--- config.mk ---
export PLATFORM = sky130hd
export DESIGN_NAME = mksort_ctrl
export DESIGN_NICKNAME = d
export VERILOG_FILES = /design/src/rtl/core/mksort_pkg.sv /design/src/rtl/core/mksort_ctrl.sv
export SDC_FILE = /design/constraint.sdc
export NUM_CORES = 1
export LEC_CHECK = 0
export BUFFER_PORTS_ARGS = -buffer_cell sky130_fd_sc_hd__buf_2
export CAP_MARGIN = 0
export CELL_PAD_IN_SITES_DETAIL_PLACEMENT = 1
export CELL_PAD_IN_SITES_GLOBAL_PLACEMENT = 1
export CORE_ASPECT_RATIO = 1.4
export CORE_MARGIN = 8
export CORE_UTILIZATION = 40
export CTS_CLUSTER_DIAMETER = 200
export DETAILED_ROUTE_END_ITERATION = 8
export PLACE_DENSITY_LB_ADDON = 0.1
export RECOVER_POWER = 50
export SLEW_MARGIN = 15
export SYNTH_ARGS = -nofsm -noshare
export SYNTH_HDL_FRONTEND = slang
export SYNTH_SLANG_ARGS = --single-unit
--- constraint.sdc ---
create_clock -name clk -period 26.4 [get_ports clk]
set_input_delay 6.6 -clock clk [delete_from_list [all_inputs] [get_ports clk]]
set_output_delay 6.6 -clock clk [all_outputs]
set_load 0.02 [all_outputs]
--- src/rtl/core/mksort_pkg.sv ---
// Package for the Morton key bitonic sort unit: sizes, key constants,
// controller state, command/status types and a bit-spread helper. No dependencies.
package mksort_pkg;
  localparam int MaxLeaves = 64;
  localparam int IdxW = 6;
  localparam int CntW = 7;
  localparam int QW = 10;
  localparam logic [31:0] InvalidKey = 32'hFFFF_FFFF;
  localparam int DivSteps = 45;
  localparam int DivCntW = 6;

  typedef enum logic [3:0] {
    ST_LOAD, ST_QRD, ST_QSTART, ST_QDIV, ST_QWRITE, ST_SRD, ST_SWAIT, ST_SCMP,
    ST_ORD, ST_OWAIT, ST_OOUT
  } state_t;

  typedef struct packed {
    logic load;
    logic q_start;
    logic q_write;
    logic s_read;
    logic s_write;
    logic o_read;
    logic o_load;
    logic clear;
    logic [IdxW-1:0] addr_a;
    logic [IdxW-1:0] addr_b;
    logic [CntW-1:0] stage;
    logic [1:0] axis;
  } cmd_t;

  typedef struct packed {
    logic div_done;
    logic out_busy;
    logic [CntW-1:0] count;
  } sts_t;

  function automatic logic [29:0] spread10(input logic [QW-1:0] v);
    logic [29:0] r;
    r = '0;
    for (int k = 0; k < QW; k++) r[3*k] = v[k];
    return r;
  endfunction
endpackage

--- src/rtl/core/mksort_ctrl.sv ---
// Controller of the Morton key bitonic sort unit: sequences load,
// quantization, sort passes and emission. Depends on mksort_pkg.
module mksort_ctrl (
  input  logic                   clk,
  input  logic                   rst_n,
  input  logic                   in_fire,
  input  logic                   in_last,
  input  mksort_pkg::sts_t       sts,
  output mksort_pkg::cmd_t       cmd,
  output logic                   in_rdy
);
  localparam int IW = mksort_pkg::IdxW;
  localparam int CW = mksort_pkg::CntW;
  mksort_pkg::state_t state_r, state_nxt;
  logic [CW-1:0] leaves_r, leaves_nxt, i_r, i_nxt, stage_r, stage_nxt, stride_r, stride_nxt;
  logic [1:0] axis_r, axis_nxt;
  logic [CW-1:0] lv, j, cnt_eff;
  logic pair_ok;

  always_comb begin
    cnt_eff = (sts.count < CW'(mksort_pkg::MaxLeaves)) ? sts.count + CW'(1) : sts.count;
    lv = CW'(1);
    for (int k = 0; k < IW; k++) if (lv < cnt_eff) lv = lv << 1;
  end
  assign j = i_r ^ stride_r;
  assign pair_ok = (j > i_r) && (j < leaves_r);

  always_ff @(posedge clk) begin
    if (!rst_n) begin
      state_r <= mksort_pkg::ST_LOAD;
      leaves_r <= '0; i_r <= '0; stage_r <= '0; stride_r <= '0; axis_r <= '0;
    end else begin
      state_r <= state_nxt; leaves_r <= leaves_nxt; i_r <= i_nxt;
      stage_r <= stage_nxt; stride_r <= stride_nxt; axis_r <= axis_nxt;
    end
  end

  always_comb begin
    state_nxt = state_r; leaves_nxt = leaves_r; i_nxt = i_r;
    stage_nxt = stage_r; stride_nxt = stride_r; axis_nxt = axis_r;
    case (state_r)
      mksort_pkg::ST_LOAD: if (in_fire && in_last) begin
        leaves_nxt = lv; i_nxt = '0; axis_nxt = '0;
        state_nxt = mksort_pkg::ST_QRD;
      end
      mksort_pkg::ST_QRD: state_nxt = mksort_pkg::ST_QSTART;
      mksort_pkg::ST_QSTART: state_nxt = mksort_pkg::ST_QDIV;
      mksort_pkg::ST_QDIV: if (sts.div_done) begin
        if (axis_r == 2'd2) state_nxt = mksort_pkg::ST_QWRITE;
        else begin
          axis_nxt = axis_r + 2'd1; state_nxt = mksort_pkg::ST_QSTART;
        end
      end
      mksort_pkg::ST_QWRITE: begin
        axis_nxt = '0;
        if (i_r + CW'(1) == leaves_r) begin
          i_nxt = '0; stage_nxt = CW'(2); stride_nxt = CW'(1);
          state_nxt = (leaves_r == CW'(1)) ? mksort_pkg::ST_ORD : mksort_pkg::ST_SRD;
        end else begin
          i_nxt = i_r + CW'(1); state_nxt = mksort_pkg::ST_QRD;
        end
      end
      mksort_pkg::ST_SRD: state_nxt = pair_ok ? mksort_pkg::ST_SWAIT : mksort_pkg::ST_SCMP;
      mksort_pkg::ST_SWAIT: state_nxt = mksort_pkg::ST_SCMP;
      mksort_pkg::ST_SCMP: begin
        state_nxt = mksort_pkg::ST_SRD;
        if (i_r + CW'(1) != leaves_r) i_nxt = i_r + CW'(1);
        else begin
          i_nxt = '0;
          if (stride_r != CW'(1)) stride_nxt = stride_r >> 1;
          else if (stage_r != leaves_r) begin
            stage_nxt = stage_r << 1; stride_nxt = stage_r;
          end else state_nxt = mksort_pkg::ST_ORD;
        end
      end
      mksort_pkg::ST_ORD: state_nxt = mksort_pkg::ST_OWAIT;
      mksort_pkg::ST_OWAIT: state_nxt = mksort_pkg::ST_OOUT;
      mksort_pkg::ST_OOUT: if (!sts.out_busy) begin
        if (i_r + CW'(1) == leaves_r) state_nxt = mksort_pkg::ST_LOAD;
        else begin
          i_nxt = i_r + CW'(1); state_nxt = mksort_pkg::ST_ORD;
        end
      end
      default: state_nxt = mksort_pkg::ST_LOAD;
    endcase
  end

  always_comb begin
    cmd = '0;
    cmd.addr_a = i_r[IW-1:0];
    cmd.addr_b = j[IW-1:0];
    cmd.stage = stage_r;
    cmd.axis = axis_r;
    in_rdy = (state_r == mksort_pkg::ST_LOAD);
    case (state_r)
      mksort_pkg::ST_LOAD: cmd.load = in_fire;
      mksort_pkg::ST_QSTART: cmd.q_start = 1'b1;
      mksort_pkg::ST_QWRITE: cmd.q_write = 1'b1;
      mksort_pkg::ST_SRD: cmd.s_read = pair_ok;
      mksort_pkg::ST_SCMP: cmd.s_write = pair_ok;
      mksort_pkg::ST_ORD: cmd.o_read = 1'b1;
      mksort_pkg::ST_OOUT: begin
        cmd.o_load = !sts.out_busy;
        cmd.clear = !sts.out_busy && (i_r + CW'(1) == leaves_r);
      end
      default: ;
    endcase
  end

`ifndef SYNTHESIS
  a_leaves_pow2: assert property (@(posedge clk) disable iff (!rst_n)
    state_r != mksort_pkg::ST_LOAD |-> $onehot(leaves_r)) else $error("leaves not pow2");
  a_idx_range: assert property (@(posedge clk) disable iff (!rst_n)
    state_r != mksort_pkg::ST_LOAD |-> i_r < leaves_r) else $error("index out of range");
  a_rdy_load: assert property (@(posedge clk) disable iff (!rst_n)
    cmd.load |-> in_rdy) else $error("load while busy");
`endif
endmodule

==> results.md <==
- Synth area leader: dfxtp_1
- GR Overflow Total: 0
- Worst clock skew: 0.004813 ns
- Post-DP Area: around 0.0036 mm2
- PnR worst setup slack: 10.12 ns
- FILL cells: 1094
- Fmax: 61.42 MHz
- CTS buffer count: 5
- Gpl congestion: 0.8436
- PD cells: between 40 and 50 mW/mm2
- Slowest CP cell: a2111oi_4
- Finished Cell Area: around 0.0037 mm2
- Postcts setup bufs: 0
- Root buffer cell: clkbuf_16
- Mapped Area: 0.003425 mm2
- Initial Util: 40.49%
- Synth Instances: 438
- Max Slew Vio Count: 0
- CTS sink cnt: 33
- Post-synthesis cell type count: 72
- Worst Tran Pin Value: 1.007 ns
- Final TNS setup: 0 ns
- CP Class: input port to flip-flop
- Final core occ: 44.19%
- Dpl ws: 9.796 ns
- Post-DP HPWL: 8688 um
- Placed insts: about 560
- Synth area leaders: dfxtp_1 (19%), ha_1 (11%), nor2_1 (5.7%)
- Crit end category: flip-flop
- First-pass iteration count of the detailed router: 4
- Antenna-violating nets left: 0
- Synth Warn #: 0
- CP peak stage delay: just over 0.5 ns
- Critical-path maximum fanout: 13
- Drt total wl: 10860 um
- Multi-input gate area: 0.002514 mm2
- Final min period: 16.28 ns
- Post_cts resized: 0
- Global-route wire length before repair: 17780 um
- Logic pwr share: 30.8%
- Largest net degree at the start of global routing: 31
- Core area: 0.008458 mm2
- Clk_lat worst skew: 0.29 ns
- Vias/cell: 5.952
- Switching Share: 36.60%
- Period utilization: 61.67%
- Wire length per cell: between 15 and 20 um
- Flop pwr share: 34.1%
- Register-to-register setup slack: 23.58 ns
- Crit path arrival time: between 15 and 20 ns
- Share of the synthesized area in the top cell type: 19.29%
- FFs w/ async S/R, synth: 0%
- Int Pwr: 105.4 uW
- Ant. Diodes: 0
- Hold Vio Cnt, Final: 0
- Chip height: 125.5 um
- Layout cell share with drive strength beyond 1: 10.63%
- Share of total power in the clock network: 35.0%
- Post-synthesis sequential area ratio: 19.29%
- FF+latch count, synth: 33
- Initial antenna violation count: 0
- CTS tree: done
- Post-Layout Cell Count: 566
- Mapped Nets: ~480
- Count of final setup violators: 0
- Rows: 40
- Die area: 0.01182 mm2
- Hold Path Class: flip-flop to flip-flop
- # Max-Cap Violations: 0
- GR Util All Layers: about a fifth
- H-tree depth: 2
- Slew headroom: 31.16%
- P_sw: 60.83 uW
- Setup repair after global routing missed its margin: false
- Status: completed
- Post-synth EDFFs: 0
- Via Count: ~3400
- Ys flop type: dfxtp_1
- Total power: about 170 uW
- Num ports: 43
- Reg area: ~660 um2
- IO Port Bufs: 41
- Post-Syn Area per Cell: 7.819 um2
- Die X: 94.20 um
- Leak: 1.634 nW
- Initial DRC count: ~120
- Type of origin of the critical path: input port
- Area grow syn2layout: 9.134%
- Nets: 503
- Worst-path clk slew: 0.06 ns
- Fin Hold WS: around 0.52 ns
- Vias in the first global route: 3526
- CTS Hold Bufs: 0
- CTS max path bufs: 2
- CP required: approximately 27 ns
- Worst IR Drop VDD: about 0.027 mV
- Residual DRC count: 0
- Critical Path Most Common Cell: ha_1
-- power by group through the flow --
stage / Clock (mW) / Sequential (mW) / Combinational, mW
floorplan: 0 / 0.0546 / 0.0394
global placement: 0 / 0.0576 / 0.0507
detailed placement: 0 / 0.0578 / 0.0515
CTS: 0.0599 / 0.0567 / 0.0518
global route: 0.0623 / 0.0573 / 0.0569
finish: 0.0582 / 0.0568 / 0.0512
-- metal layers --
layer	GRT usage [%]	routed length [um]
met2	35.88	6064
met3	2.635	290
met4	10.50	471
met5	0	0
met1	18.62	4036
-- flip-flops by register name, summed over array words and instances (netlist names) --
signal and cells:
stage_r 6, state_r 4, axis_r 2, stride_r 7, leaves_r 7, i_r 7
-- synth_stat cells, drive strengths merged, types with 2 or more instances --
library cell   n
nor2          52
dfxtp         33
ha            30
nand2         28
inv           24
a21oi         23
nand3         18
buf           16
xor2          14
mux2i         13
a211oi        12
clkbuf        12
nor3          12
a22oi         11
and3          11
xnor2         11
o21ai          9
a21o           8
nor2b          8
o31ai          7
and2           6
nor4           6
a31oi          5
nand2b         5
o21a           5
nand4          4
nor3b          4
or2            4
a2111oi        3
o211ai         3
a21boi         2
a221oi         2
a311oi         2
a31o           2
a41o           2
and4           2
and4b          2
nand4b         2
o2111ai        2
o211a          2
o21bai         2
o311ai         2
xnor3          2
-- cell type report --
type / count / area share [%]
flip-flops and latches: 33 / 17.68
repair buffers: 43 / 5.323
clock buffers: 5 / 3.348
well taps: 105 / 3.515
multi-input cells: 353 / 67.26
clock inverters: 3 / 0.4687
inverters: 24 / 2.410
-- final timing paths --
check,start,endpoint,cells past startpoint
hold reg to reg,leaves_r[6],leaves_r[6],2
setup reg to reg,i_r[0],stride_r[5],9
setup / recovery,sts[6],leaves_r[5],40
hold / removal,leaves_r[6],leaves_r[6],2
-- cell usage in the layout, fill, tap and decap left out, drive strengths merged, types with 3 or more instances in the layout --
| master | n |
|---|---|
| a2111oi | 3 |
| a211oi | 12 |
| a21o | 8 |
| a21oi | 23 |
| a22oi | 11 |
| a31oi | 5 |
| and2 | 6 |
| and3 | 11 |
| buf | 26 |
| clkbuf | 22 |
| dfxtp | 33 |
| ha | 30 |
| inv | 24 |
| mux2i | 13 |
| nand2 | 28 |
| nand2b | 5 |
| nand3 | 18 |
| nand4 | 4 |
| nor2 | 52 |
| nor2b | 8 |
| nor3 | 12 |
| nor3b | 4 |
| nor4 | 6 |
| o211ai | 3 |
| o21a | 5 |
| o21ai | 9 |
| o31ai | 7 |
| or2 | 4 |
| xnor2 | 11 |
| xor2 | 14 |
-- cell families after synthesis --
kind of cell	Yosys count	synth area share, %
adder cells (fa/ha/maj)	30	10.96
XOR/XNOR	27	7.928
AO/OA/AOI/OAI	114	24.70
multiplexers	14	4.238
flip-flops	33	19.29
other	1	0.1095
AND/OR/NAND/NOR	167	25.47
buffers and inverters	52	7.307
-- critical path, delay by kind of cell --
family	cells	cell delay [ns]
compound gates	14	3.01
xor+xnor	1	0.35
fa+ha+maj	6	1.81
buf+inv	2	0.33
mux	2	0.62
simple gates	15	3.66
Power figures use the tool's default switching activity.
